==> src/rtl/b64_pkg.sv <==
// ----------------------------------------------------------------------------
// b64_pkg
// Shared types, constants and alphabet functions of the base64 codec.
// ----------------------------------------------------------------------------
package b64_pkg;

  // Depth of the job queue between the front and the back.
  localparam int JOB_DEPTH = 2;
  localparam int JOB_PTR_W = (JOB_DEPTH > 1) ? $clog2(JOB_DEPTH) : 1;

  // Padding character.
  localparam logic [7:0] PAD_CHAR = 8'h3d;

  // Direction codes.
  localparam logic DIR_ENCODE = 1'b0;
  localparam logic DIR_DECODE = 1'b1;

  // One job: up to four results that a single input item releases.
  typedef struct packed {
    logic [2:0]      cnt;      // number of results, 1 to 4
    logic [3:0][7:0] data;     // data[0] leaves first
    logic            has;      // results carry data
    logic            msg_end;  // the last result closes the message
  } job_t;

  // Sextet to alphabet character.
  function automatic logic [7:0] b64_char(input logic [5:0] s);
    logic [7:0] c;
    c = {2'b00, s};
    if (s < 6'd26) begin
      b64_char = c + 8'h41;
    end else if (s < 6'd52) begin
      b64_char = c + 8'h47;
    end else if (s < 6'd62) begin
      b64_char = c - 8'd4;
    end else if (s == 6'd62) begin
      b64_char = 8'h2b;
    end else begin
      b64_char = 8'h2f;
    end
  endfunction

  // Character to {valid, sextet}; padding and unknown codes are invalid.
  function automatic logic [6:0] b64_sextet(input logic [7:0] c);
    logic [7:0] s;
    s = 8'h00;
    if (c inside {[8'h41:8'h5a]}) begin
      s = c - 8'h41;
      b64_sextet = {1'b1, s[5:0]};
    end else if (c inside {[8'h61:8'h7a]}) begin
      s = c - 8'h47;
      b64_sextet = {1'b1, s[5:0]};
    end else if (c inside {[8'h30:8'h39]}) begin
      s = c + 8'd4;
      b64_sextet = {1'b1, s[5:0]};
    end else if (c == 8'h2b) begin
      b64_sextet = {1'b1, 6'd62};
    end else if (c == 8'h2f) begin
      b64_sextet = {1'b1, 6'd63};
    end else begin
      b64_sextet = 7'd0;
    end
  endfunction

  // Left-align k held sextets in a 24-bit word.
  function automatic logic [23:0] b64_align(input logic [23:0] acc, input logic [2:0] k);
    case (k)
      3'd4:    b64_align = acc;
      3'd3:    b64_align = {acc[17:0], 6'd0};
      3'd2:    b64_align = {acc[11:0], 12'd0};
      default: b64_align = {acc[5:0], 18'd0};
    endcase
  endfunction

endpackage

==> src/rtl/b64_front.sv <==
// ----------------------------------------------------------------------------
// b64_front
// Accepts items, keeps the group state and turns each item into a job.
// ----------------------------------------------------------------------------
module b64_front import b64_pkg::*; (
  input  logic       clk,
  input  logic       rst_n,
  input  logic       cfg_wr,
  input  logic       cfg_dir,
  input  logic       accept,
  input  logic [7:0] in_char,
  input  logic       in_last,
  input  logic       job_full,
  output logic       job_push,
  output job_t       job
);

  logic        dir_r;
  logic [1:0]  fill_r, fill_nxt;
  logic [17:0] bits_r, bits_nxt;
  logic        stop_r, stop_nxt;

  logic [1:0]  held;
  logic [1:0]  cnt_e;
  logic [23:0] acc_e, v_e;
  logic [6:0]  sx;
  logic [23:0] acc_d, v_d;
  logic [2:0]  k_d;
  logic [2:0]  n_d;

  // Direction register and group state.
  always_ff @(posedge clk) begin
    if (!rst_n) begin
      dir_r  <= DIR_ENCODE;
      fill_r <= 2'd0;
      bits_r <= 18'd0;
      stop_r <= 1'b0;
    end else begin
      if (cfg_wr) begin
        dir_r <= cfg_dir;
      end
      fill_r <= fill_nxt;
      bits_r <= bits_nxt;
      stop_r <= stop_nxt;
    end
  end

  // Classify the item and build its job.
  always_comb begin
    fill_nxt = fill_r;
    bits_nxt = bits_r;
    stop_nxt = stop_r;
    job      = '0;
    job_push = 1'b0;

    // Encode path: up to two held bytes plus the new one.
    held  = (fill_r == 2'd3) ? 2'd2 : fill_r;
    cnt_e = held + 2'd1;
    acc_e = {bits_r[15:0], in_char};
    case (cnt_e)
      2'd1:    v_e = {acc_e[7:0], 16'd0};
      2'd2:    v_e = {acc_e[15:0], 8'd0};
      default: v_e = acc_e;
    endcase

    // Decode path: one sextet more, or a stop.
    sx    = b64_sextet(in_char);
    acc_d = {bits_r, sx[5:0]};
    k_d   = 3'd0;
    v_d   = 24'd0;
    n_d   = 3'd0;

    if (cfg_wr) begin
      fill_nxt = 2'd0;
      bits_nxt = 18'd0;
      stop_nxt = 1'b0;
    end else if (accept) begin
      if (dir_r == DIR_ENCODE) begin
        if (cnt_e != 2'd3 && !in_last) begin
          bits_nxt = acc_e[17:0];
          fill_nxt = cnt_e;
        end else begin
          for (int i = 0; i < 4; i++) begin
            job.data[i] = (3'(i) <= {1'b0, cnt_e}) ? b64_char(v_e[23 - 6*i -: 6]) : PAD_CHAR;
          end
          job.cnt     = 3'd4;
          job.has     = 1'b1;
          job.msg_end = in_last;
          job_push    = 1'b1;
          fill_nxt    = 2'd0;
          bits_nxt    = 18'd0;
        end
      end else begin
        if (stop_r) begin
          n_d = 3'd0;
        end else if (!sx[6]) begin
          // Padding or unknown character: flush k held sextets as k-1 bytes.
          k_d = {1'b0, fill_r};
          v_d = b64_align({6'd0, bits_r}, k_d);
          n_d = (k_d >= 3'd2) ? k_d - 3'd1 : 3'd0;
          fill_nxt = 2'd0;
          bits_nxt = 18'd0;
          stop_nxt = 1'b1;
        end else begin
          k_d = {1'b0, fill_r} + 3'd1;
          v_d = b64_align(acc_d, k_d);
          if (k_d == 3'd4) begin
            n_d      = 3'd3;
            fill_nxt = 2'd0;
            bits_nxt = 18'd0;
          end else if (!in_last) begin
            bits_nxt = acc_d[17:0];
            fill_nxt = k_d[1:0];
          end else begin
            n_d = k_d - 3'd1;
          end
        end
        if (n_d != 3'd0) begin
          job.cnt     = n_d;
          job.data[0] = v_d[23:16];
          job.data[1] = v_d[15:8];
          job.data[2] = v_d[7:0];
          job.has     = 1'b1;
          job.msg_end = in_last;
          job_push    = 1'b1;
        end else if (in_last) begin
          // Message end without data.
          job.cnt     = 3'd1;
          job.msg_end = 1'b1;
          job_push    = 1'b1;
        end
      end
      // Every message end clears the state.
      if (in_last) begin
        fill_nxt = 2'd0;
        bits_nxt = 18'd0;
        stop_nxt = 1'b0;
      end
    end
  end

  // The encoder never holds a full group of three bytes.
  a_enc_fill: assert property (@(posedge clk) disable iff (!rst_n)
    (dir_r == DIR_ENCODE) |-> (fill_r != 2'd3))
    else $error("encoder holds three bytes");

  // A job is only pushed into a queue that has room.
  a_push_room: assert property (@(posedge clk) disable iff (!rst_n)
    job_push |-> !job_full)
    else $error("job pushed into a full queue");

  // A job is never empty.
  a_job_cnt: assert property (@(posedge clk) disable iff (!rst_n)
    job_push |-> (job.cnt != 3'd0 && job.cnt <= 3'd4))
    else $error("job with a bad result count");

endmodule

==> src/rtl/b64_job_fifo.sv <==
// ----------------------------------------------------------------------------
// b64_job_fifo
// Short queue of jobs between the front and the back.
// ----------------------------------------------------------------------------
module b64_job_fifo import b64_pkg::*; (
  input  logic clk,
  input  logic rst_n,
  input  logic push,
  input  job_t wr_job,
  input  logic pop,
  output job_t rd_job,
  output logic full,
  output logic nonempty
);

  job_t                 mem_r [JOB_DEPTH];
  logic [JOB_PTR_W-1:0] wr_ptr_r, rd_ptr_r;
  logic [JOB_PTR_W:0]   count_r;
  logic                 do_push, do_pop;

  assign full     = (count_r == (JOB_PTR_W + 1)'(JOB_DEPTH));
  assign nonempty = (count_r != '0);
  assign do_push  = push && !full;
  assign do_pop   = pop && nonempty;
  assign rd_job   = mem_r[rd_ptr_r];

  // Storage.
  always_ff @(posedge clk) begin
    if (do_push) begin
      mem_r[wr_ptr_r] <= wr_job;
    end
  end

  // Pointers and fill count.
  always_ff @(posedge clk) begin
    if (!rst_n) begin
      wr_ptr_r <= '0;
      rd_ptr_r <= '0;
      count_r  <= '0;
    end else begin
      if (do_push) begin
        wr_ptr_r <= (wr_ptr_r == JOB_PTR_W'(JOB_DEPTH - 1)) ? '0 : wr_ptr_r + 1'b1;
      end
      if (do_pop) begin
        rd_ptr_r <= (rd_ptr_r == JOB_PTR_W'(JOB_DEPTH - 1)) ? '0 : rd_ptr_r + 1'b1;
      end
      if (do_push && !do_pop) begin
        count_r <= count_r + 1'b1;
      end else if (do_pop && !do_push) begin
        count_r <= count_r - 1'b1;
      end
    end
  end

  // The fill count never passes the depth.
  a_count: assert property (@(posedge clk) disable iff (!rst_n)
    count_r <= (JOB_PTR_W + 1)'(JOB_DEPTH))
    else $error("job queue overfilled");

  // Pointers agree with the fill count when empty.
  a_ptrs: assert property (@(posedge clk) disable iff (!rst_n)
    (count_r == '0) |-> (wr_ptr_r == rd_ptr_r))
    else $error("job queue pointers disagree");

endmodule

==> src/rtl/b64_back.sv <==
// ----------------------------------------------------------------------------
// b64_back
// Takes jobs from the queue and hands out their results one per cycle unless pop stalls.
// ----------------------------------------------------------------------------
module b64_back import b64_pkg::*; (
  input  logic       clk,
  input  logic       rst_n,
  input  logic       job_avail,
  input  job_t       job_in,
  output logic       job_take,
  input  logic       pop,
  output logic       empty,
  output logic [7:0] out_char,
  output logic       out_has_data,
  output logic       out_run_last,
  output logic       out_message_end
);

  job_t       cur_r;
  logic       cur_vld_r;
  logic [1:0] idx_r;
  logic       out_vld_r;
  logic [7:0] char_r;
  logic       has_r, run_last_r, msg_end_r;

  logic       out_load;
  logic       at_end;

  assign out_load = !out_vld_r || pop;
  assign at_end   = ({1'b0, idx_r} == cur_r.cnt - 3'd1);
  assign job_take = job_avail && (!cur_vld_r || (out_load && at_end));

  // Current job and result index.
  always_ff @(posedge clk) begin
    if (!rst_n) begin
      cur_vld_r <= 1'b0;
      idx_r     <= 2'd0;
    end else begin
      if (job_take) begin
        cur_vld_r <= 1'b1;
        idx_r     <= 2'd0;
      end else if (cur_vld_r && out_load) begin
        if (at_end) begin
          cur_vld_r <= 1'b0;
          idx_r     <= 2'd0;
        end else begin
          idx_r <= idx_r + 2'd1;
        end
      end
    end
  end

  always_ff @(posedge clk) begin
    if (job_take) begin
      cur_r <= job_in;
    end
  end

  // Output register.
  always_ff @(posedge clk) begin
    if (!rst_n) begin
      out_vld_r <= 1'b0;
    end else if (out_load) begin
      out_vld_r <= cur_vld_r;
    end
  end

  always_ff @(posedge clk) begin
    if (out_load && cur_vld_r) begin
      char_r     <= cur_r.data[idx_r];
      has_r      <= cur_r.has;
      run_last_r <= at_end;
      msg_end_r  <= at_end && cur_r.msg_end;
    end
  end

  assign empty           = !out_vld_r;
  assign out_char        = char_r;
  assign out_has_data    = has_r;
  assign out_run_last    = run_last_r;
  assign out_message_end = msg_end_r;

  // A job in progress never points past its last result.
  a_idx: assert property (@(posedge clk) disable iff (!rst_n)
    cur_vld_r |-> ({1'b0, idx_r} < cur_r.cnt))
    else $error("result index past the job");

  // A result without data always closes the message.
  a_nodata: assert property (@(posedge clk) disable iff (!rst_n)
    (out_vld_r && !has_r) |-> (run_last_r && msg_end_r))
    else $error("empty result that does not close the message");

endmodule

==> src/rtl/base64_codec_core.sv <==
// ----------------------------------------------------------------------------
// base64_codec_core
// Standard-alphabet base64 encoder and decoder with a direction register.
//
//   Channel   Handshake            Payload
//   input     push / full          in_char, in_last
//   result    empty / pop          out_char, out_has_data, out_run_last,
//                                  out_message_end
//   config    cfg_valid/cfg_ready  cfg_data (direction, 0 encode, 1 decode)
//
// An item's job passes the job queue and the current-job and output registers.
// The back hands out one result per cycle unless pop stalls, so encoding
// sustains three items per four results and decoding four items per three.
// A two-entry job queue lets the front keep taking items while results stall.
// Reset is synchronous and active low; it selects encoding and clears all
// groups. A direction write also drops any message in progress.
// ----------------------------------------------------------------------------
module base64_codec_core import b64_pkg::*; (
  input  logic       clk,
  input  logic       rst_n,
  input  logic       cfg_valid,
  output logic       cfg_ready,
  input  logic       cfg_data,
  input  logic       push,
  output logic       full,
  input  logic [7:0] in_char,
  input  logic       in_last,
  output logic       empty,
  input  logic       pop,
  output logic [7:0] out_char,
  output logic       out_has_data,
  output logic       out_run_last,
  output logic       out_message_end
);

  job_t job_wr, job_rd;
  logic job_push, job_take, job_full, job_avail;
  logic cfg_wr, accept;

  assign cfg_ready = 1'b1;
  assign cfg_wr    = cfg_valid && cfg_ready;
  assign full      = job_full;
  assign accept    = push && !full;

  // Front: classification and group state.
  b64_front u_front (
    .clk      (clk),
    .rst_n    (rst_n),
    .cfg_wr   (cfg_wr),
    .cfg_dir  (cfg_data),
    .accept   (accept),
    .in_char  (in_char),
    .in_last  (in_last),
    .job_full (job_full),
    .job_push (job_push),
    .job      (job_wr)
  );

  // Job queue.
  b64_job_fifo u_fifo (
    .clk      (clk),
    .rst_n    (rst_n),
    .push     (job_push),
    .wr_job   (job_wr),
    .pop      (job_take),
    .rd_job   (job_rd),
    .full     (job_full),
    .nonempty (job_avail)
  );

  // Back: result sequencing.
  b64_back u_back (
    .clk             (clk),
    .rst_n           (rst_n),
    .job_avail       (job_avail),
    .job_in          (job_rd),
    .job_take        (job_take),
    .pop             (pop),
    .empty           (empty),
    .out_char        (out_char),
    .out_has_data    (out_has_data),
    .out_run_last    (out_run_last),
    .out_message_end (out_message_end)
  );

endmodule

==> config.mk <==
export PLATFORM = sky130hd
export DESIGN_NAME = base64_codec_core
export DESIGN_NICKNAME = d
export VERILOG_FILES = /design/src/rtl/b64_pkg.sv /design/src/rtl/b64_front.sv /design/src/rtl/b64_job_fifo.sv /design/src/rtl/b64_back.sv /design/src/rtl/base64_codec_core.sv
export SDC_FILE = /design/constraint.sdc
export NUM_CORES = 1
export LEC_CHECK = 0
export ABC_CLOCK_PERIOD_IN_PS = 12440
export BUFFER_PORTS_ARGS = -buffer_cell sky130_fd_sc_hd__buf_2
export CORE_MARGIN = 3
export CORE_UTILIZATION = 68
export CTS_BUF_LIST = sky130_fd_sc_hd__clkbuf_8 sky130_fd_sc_hd__clkbuf_16
export DETAILED_ROUTE_END_ITERATION = 7
export MAX_ROUTING_LAYER = met4
export PLACE_DENSITY_LB_ADDON = 0.15
export SLEW_MARGIN = 15
export SYNTH_ARGS = -nofsm -noshare
export SYNTH_HDL_FRONTEND = slang
export SYNTH_SLANG_ARGS = --single-unit
==> constraint.sdc <==
create_clock -name clk -period 12.44 [get_ports clk]
set_input_delay 2.488 -clock clk [delete_from_list [all_inputs] [get_ports clk]]
set_output_delay 2.488 -clock clk [all_outputs]
set_load 0.01 [all_outputs]
==> metrics, run 1 <==
grt ovf=0; DRT Pass-1 Iters=7; Mapped Nets=just under 1000; # nets final=967; Setup crit end kind=flop; Tcrit/Tclk final=a little under half; Worst-Margin Slew=~1.2 ns; Tmin final=5.663 ns; Crit path top cell by count=ha_1; post_cts resized=0; Setup Viol. Count Final=0; Antenna diodes=0; setup TNS=0 ns; Power Total=1.607 mW; CP max-delay cell=nor3_1; Post-DP Area=9518 sq um; CP arrival=6.00 ns; reg2reg end=u_fifo.mem_r[0][12]; syn avg cell area=~10 sq um; num rows=42; Max Freq=between 150 and 200 MHz; CTS tree=built; FF-to-FF Start=u_front.fill_r[1]; initial drt markers=1418; clock power share=around a third; max_cap viols=0; crit start category=input pin; crit path kind=input pin to flop; switching share of power=roughly 28%; # DRC=0; part of the power in registers=a little under half; IO Count=29; area grow syn2layout=8.508%; first-pass GRT wire length=42.17 mm; PD cells=158.1 nW/um^2; fin area=10160 sq um; Final WS setup=6.777 ns; CP Cell Sequence=buf_2, inv_1, ha_1, a21oi_1, nor3b_2, nor3_1, nor3_2, buf_4, a21oi_2, a21o_1, inv_2, ha_1, or3_1, a21boi_0; relative slew slack=between 10% and 20%; Post-DP HPWL=a little under 20 mm; IO buf count=27; reg2reg path depth=14; synth top area cells=edfxtp_1 39%, dfxtp_1 6.4%, ha_1 5.6%; largest net degree at the start of global routing=39; final wirelength=27.90 mm; Post-DRT Antenna Nets=0; Clk pin slew, worst setup/hold paths=approximately 0.07 ns; instance count on the critical path=14; Required @ worst endpoint=~13 ns; Comb power frac=about a fifth; Post-synth EDFFs=122; DP Worst Slack=roughly 6.4 ns; Async SR Flop Fraction=0%; Leakage=between 3 and 4 nW; final slew viol count=0; CP bufs+invs=4; leading area contributor after synthesis=edfxtp_1; Hold Vio Cnt, Final=0; worst-path maximum fanout=21; Post-CTS Hold Fix Bufs=0; crit path launch=in_char[2]; final hold slack=around 0.47 ns; wire per inst=25.41 microns; initial antenna violation count=0; CTS H-tree depth=4; layout cell share with drive strength beyond 1=between 10% and 20%; CTS Buffer Depth=2; Root Buffer=clkbuf_16; Seq cells post-synth=between 150 and 200; Top Family by Delay on Critical Path=compound AO/OA/AOI/OAI gates; slowest stage delay, CP=slightly above 0.4 ns; TritonCTS buffer count=17; capture point of the worst path=u_fifo.count_r[1]; RSZ-0062 raised after global routing=no; Worst IR Drop VDD=~0.11 mV; commonest cells after routing, fill and taps aside=122 x edfxtp_1, 96 x nand2_1, 74 x a21oi_1, 55 x nor2_1; Internal Pwr Total=1.152 mW; Worst Hold Class=flop to flop; clk_skew=around 0.014 ns; share of the synthesized area in the top cell type=39.11%; global placement routability congestion=between 1 and 1.5; most used flip-flop cell after synthesis=edfxtp_1; Clk Latency, worst-skew pair=about 0.43 ns; most common cell after layout, fill and taps aside=edfxtp_1; post-CTS setup buffer count=0; via count=8039; synthesized cell area=9368 sq um; core area=13350 sq um; DR vias/cell=around 7.3; number of global-route vias before repair=7456; net switching power=0.4552 mW; clock sink count=roughly 150; Yosys warnings=0; GRT Util Overall=a little under two fifths; Initial Util=70.18%; post-synthesis sequential area ratio=roughly 46%; status=complete, no violations; Mapped Cells=a little over 900; synth unique cells=82; DIE AREA=15220 sq um; FF-to-FF setup slack=7.63 ns; DIE HEIGHT=123.4 microns; die width=123.4 microns
-- how the worst min path moves through the flow --
| stage | start | endpoint | cells after the start |
|---|---|---|---|
| after CTS | u_back.cur_r[1] | u_back.out_has_data | 0 |
| after floorplan | u_back.cur_r[1] | u_back.out_has_data | 0 |
| final | u_back.cur_r[1] | u_back.out_has_data | 0 |
| after global routing | u_back.cur_r[1] | u_back.out_has_data | 0 |
| after global placement | u_back.cur_r[1] | u_back.out_has_data | 0 |
| after detailed placement | u_back.cur_r[1] | u_back.out_has_data | 0 |
-- worst reg2reg max path, stage by stage (launching register included) --
cell	delay, ns
dfxtp_1	0.30
buf_4	0.19
inv_1	0.19
ha_1	0.92
nor3b_1	0.11
a21oi_1	0.50
inv_1	0.14
ha_1	0.26
nor4bb_1	0.15
a311oi_1	0.52
o21ai_0	0.20
o21ai_0	0.21
a21oi_1	0.06
o21ai_0	0.36
nor4b_2	0.45
-- stage by stage --
stage	util, %	cells
floorplan	-	917
global placement	71.31	1067
detailed placement	71.31	1067
CTS	76.15	1098
global route	76.15	1098
finish	76.15	1098
-- kinds of logic (layout without fill, tap and decap cells) --
group / count (synthesis) / after routing / share of synthesized area, %
DFF: 152 / 152 / 45.52
other: 1 / 1 / 0.04003
xor gates and xnor gates: 19 / 19 / 1.776
muxes: 59 / 59 / 8.054
buffers and inverters: 105 / 110 / 4.808
and+or+nand+nor: 257 / 257 / 13.76
adders and majority gates: 42 / 42 / 5.610
AOI/OAI and AO/OA: 282 / 282 / 20.44
-- cells in the mapped netlist (6+ instances only) --
cell type and number:
and2_1 7, xnor2_1 13, nand2_1 96, mux2i_1 12
xor2_1 6, a31oi_1 13, or3_1 7, a211oi_1 11
o21ai_0 43, a222oi_1 6, a21o_1 8, inv_1 43
buf_2 9, o21ai_1 12, a22oi_1 25, nor3_1 18
nor2_1 57, mux2_2 37, a32oi_1 6, a221oi_1 12
mux4_2 9, nand2b_1 10, dfxtp_1 30, nand3_1 20
nor3b_1 7, edfxtp_1 122, o211ai_1 7, ha_1 42
o21a_1 6, clkbuf_1 40, a21oi_1 74, a22o_1 9
-- flip-flops by register name (all words and copies together), names as in the netlist, 2 cells and up --
name and cells:
u_front.bits_r 18, u_front.fill_r 2, u_fifo.count_r 2, u_back.idx_r 2, u_back.out_char 8, u_fifo.mem_r 74, u_back.cur_r 37
-- power by group through the flow --
stage	logic (mW)	clock network [mW]	registers [mW]
after floorplan	0.221	0	0.707
after global placement	0.289	0	0.717
after detailed placement	0.307	0	0.731
after CTS	0.311	0.567	0.726
after global routing	0.338	0.589	0.731
final	0.314	0.567	0.726
-- per-layer routing --
| metal | wire, microns | vias up | global-route usage [%] |
|---|---|---|---|
| met2 | 12770 | 663 | 58.34 |
| met5 | 0 | - | - |
| met4 | 1857 | 0 | 20.48 |
| li1 | - | 3432 | - |
| met3 | 3142 | 174 | 8.097 |
| met1 | 10120 | 3770 | 47.85 |
-- cell type report --
cell class,count,area [sq um]
Multi-Input combinational cell,660,4673
Sequential cell,152,4264
Fill cell,816,3183
Clock buffer,17,425.4
Clock inverter,14,221.5
Tap cell,176,220.2
Timing Repair Buffer,35,195.2
Inverter,44,165.2
(Power assumes the default switching activity.)
==> run 2, diff against run 1 <==
ABC_CLOCK_PERIOD_IN_PS = 4700   (was 12440)
CORE_UTILIZATION = 57   (was 68)
clock period = 4.7 ns   (was 12.44 ns; I/O delays follow)
==> metrics, run 2 (synthesized netlist as in run 1, its figures left out) <==
first-pass GRT wire length=40.12 mm (-4.8%); Regs by FF count=u_fifo.mem_r x74, u_back.cur_r x37, u_front.bits_r x18; post-CTS setup buffer count=0 (unchanged); Worst IR Drop VDD=0.2782 mV (+160%); grt ovf=0 (unchanged); largest net degree at the start of global routing=39 (unchanged); final hold slack=0.4218 ns (-0.04796 ns); FF-to-FF setup slack=0.69 ns (-6.94 ns); DIE AREA=18010 sq um (+18%); CTS H-tree depth=4 (unchanged); final wirelength=25.39 mm (-9.0%); Power Total=3.987 mW (+150%); Post-DP HPWL=18.48 mm (-4.5%); number of global-route vias before repair=7339 (-1.6%); Layout Cells excl Fill=1156 (+5.3%); relative slew slack=28.27% (+12 points); part of the power in registers=47.0% (+1.8 points); Tcrit/Tclk final=85.33%; Internal Pwr Total=2.802 mW (+140%); final slew viol count=0 (unchanged); # nets final=984 (+1.8%); DRT Pass-1 Iters=8 (+1); Worst-Margin Slew=1.072 ns (-0.1690 ns); core area=16000 sq um (+20%); Root Buffer=clkbuf_16; Setup Viol. Count Final=0 (unchanged); Post-DRT Antenna Nets=0 (unchanged); DR vias/cell=6.598 (-9.9%); Clk pin slew, worst setup/hold paths=0.07 ns (about the same); # DRC=2 (+2); CP arrival=4.18 ns (-1.82 ns); global placement routability congestion=1.038 (+0.85%); CTS tree=built; clock power share=32.5% (-2.8 points); IO Count=29 (unchanged); GRT Util Overall=29.77% (-8.4 points); Post-CTS Hold Fix Bufs=0 (unchanged); max_cap viols=0 (unchanged); crit start category=flop; crit path kind=flop to flop; largest reg by FF count=u_fifo.mem_r; wire per inst=21.96 microns (-14%); die width=134.2 microns (+8.8%); net switching power=1.185 mW (+160%); Initial Util=58.55% (-12 points); via count=7627 (-5.1%); Clk Latency, worst-skew pair=0.44 ns (about the same); failing checks=design-rule violations; switching share of power=29.72% (+1.4 points); GR Util met3=5.626% (-2.5 points); GR Util met2=45.73% (-13 points); met1 Use GR=38.47% (-9.4 points); Placed Instances=1124 (+5.3%); post_cts resized=0 (unchanged); Comb power frac=20.5% (+1.0 points); layout cell share with drive strength beyond 1=16.70% (+1.7 points); IO buf count=27 (unchanged); Tmin final=4.011 ns; clock sink count=152 (unchanged); clk_skew=0.01352 ns (-0.0003224 ns); fill count=1307 (+60%); Largest register FFs=74 (unchanged); initial antenna violation count=0 (unchanged); DP Worst Slack=0.4270 ns (-5.974 ns); Hold Vio Cnt, Final=0 (unchanged); most common cell after layout, fill and taps aside=edfxtp_1; commonest cells after routing, fill and taps aside=122 x edfxtp_1, 96 x nand2_1, 74 x a21oi_1, 55 x nor2_1, 44 x inv_1; Required @ worst endpoint=4.87 ns (-7.91 ns); Setup crit end kind=flop; Worst Hold Class=flop to flop; worst-path maximum fanout=11 (-48%); area grow syn2layout=9.469%; PD cells=388.8 nW/um^2 (+150%); TritonCTS buffer count=17 (unchanged); Max Freq=about 250 MHz; GRT Max-Usage Layer=met2; Final WS setup=0.6893 ns (-6.087 ns); Antenna diodes=0 (unchanged); Leakage=3.772 nW (+1.4%); DIE HEIGHT=134.2 microns (+8.8%); status=finished, violations left; initial drt markers=1074 (-24%); RSZ-0062 raised after global routing=no; num rows=46 (+9.5%); CTS Buffer Depth=2 (unchanged)
==> run 2: cell count changes in the layout (fill, tap and decap cells not counted) <==
cell       change
inv_8          +2
buf_4         +17
inv_1          +1
bufinv_16      -5
inv_6          +4
clkinv_4       +1
clkinv_1       -2
==> run 2: critical path, cell delays in order (launching register included) <==
cell and delay [ns]:
dfxtp_1 0.55, ha_1 0.44, buf_4 0.24, nor3b_1 0.06
a21oi_1 0.36, inv_1 0.12, ha_1 0.25, nor4bb_1 0.15
a311oi_1 0.45, o21a_1 0.26, nor2_1 0.11, a221oi_1 0.28
o21ai_0 0.24, nor4b_2 0.23
==> run 2: power groups by stage <==
| stage | Clock [mW] | Combinational [mW] | Sequential (mW) |
|---|---|---|---|
| final | 1.30 | 0.817 | 1.88 |
| after global routing | 1.37 | 0.884 | 1.90 |
| after CTS | 1.30 | 0.817 | 1.88 |
| after detailed placement | 0 | 0.812 | 1.91 |
| after global placement | 0 | 0.792 | 1.90 |
| after floorplan | 0 | 0.586 | 1.87 |
==> run 2: routing by layer <==
layer / wire [microns] / share of wire (%) / up-vias
met5: 0 / 0 / -
met4: 1162 / 4.6 / 0
met3: 2064 / 8.1 / 95
met2: 11850 / 47 / 443
met1: 10310 / 41 / 3612
li1: - / - / 3477
==> run 2: area by class of cell <==
cell class	instances	area (sq um)	share of cell area (%)
inverters	44	165.2	1.611
flip-flops and latches	152	4264	41.58
repair buffers	52	322.8	3.148
well taps	216	270.3	2.635
multi-input cells	660	4673	45.57
clock buffers	17	425.4	4.148
clock inverters	15	133.9	1.306
==> run 2: stage by stage <==
stage	utilization (%)	TNS (ns)	area (sq um)
after global routing	64.09	0	10250
after CTS	64.09	0	10250
after global placement	60.60	0	9696
after floorplan	-	-2.129	9368
final	64.09	0	10250
after detailed placement	60.60	0	9696
==> run 2: final timing paths <==
kind / from / endpoint / cells past startpoint
setup / recovery: u_front.fill_r[0] / u_fifo.mem_r[1][12] / 13
hold reg to reg: u_back.cur_r[1] / u_back.out_has_data / 0
hold / removal: u_back.cur_r[1] / u_back.out_has_data / 0
setup reg to reg: u_front.fill_r[0] / u_fifo.mem_r[1][12] / 13
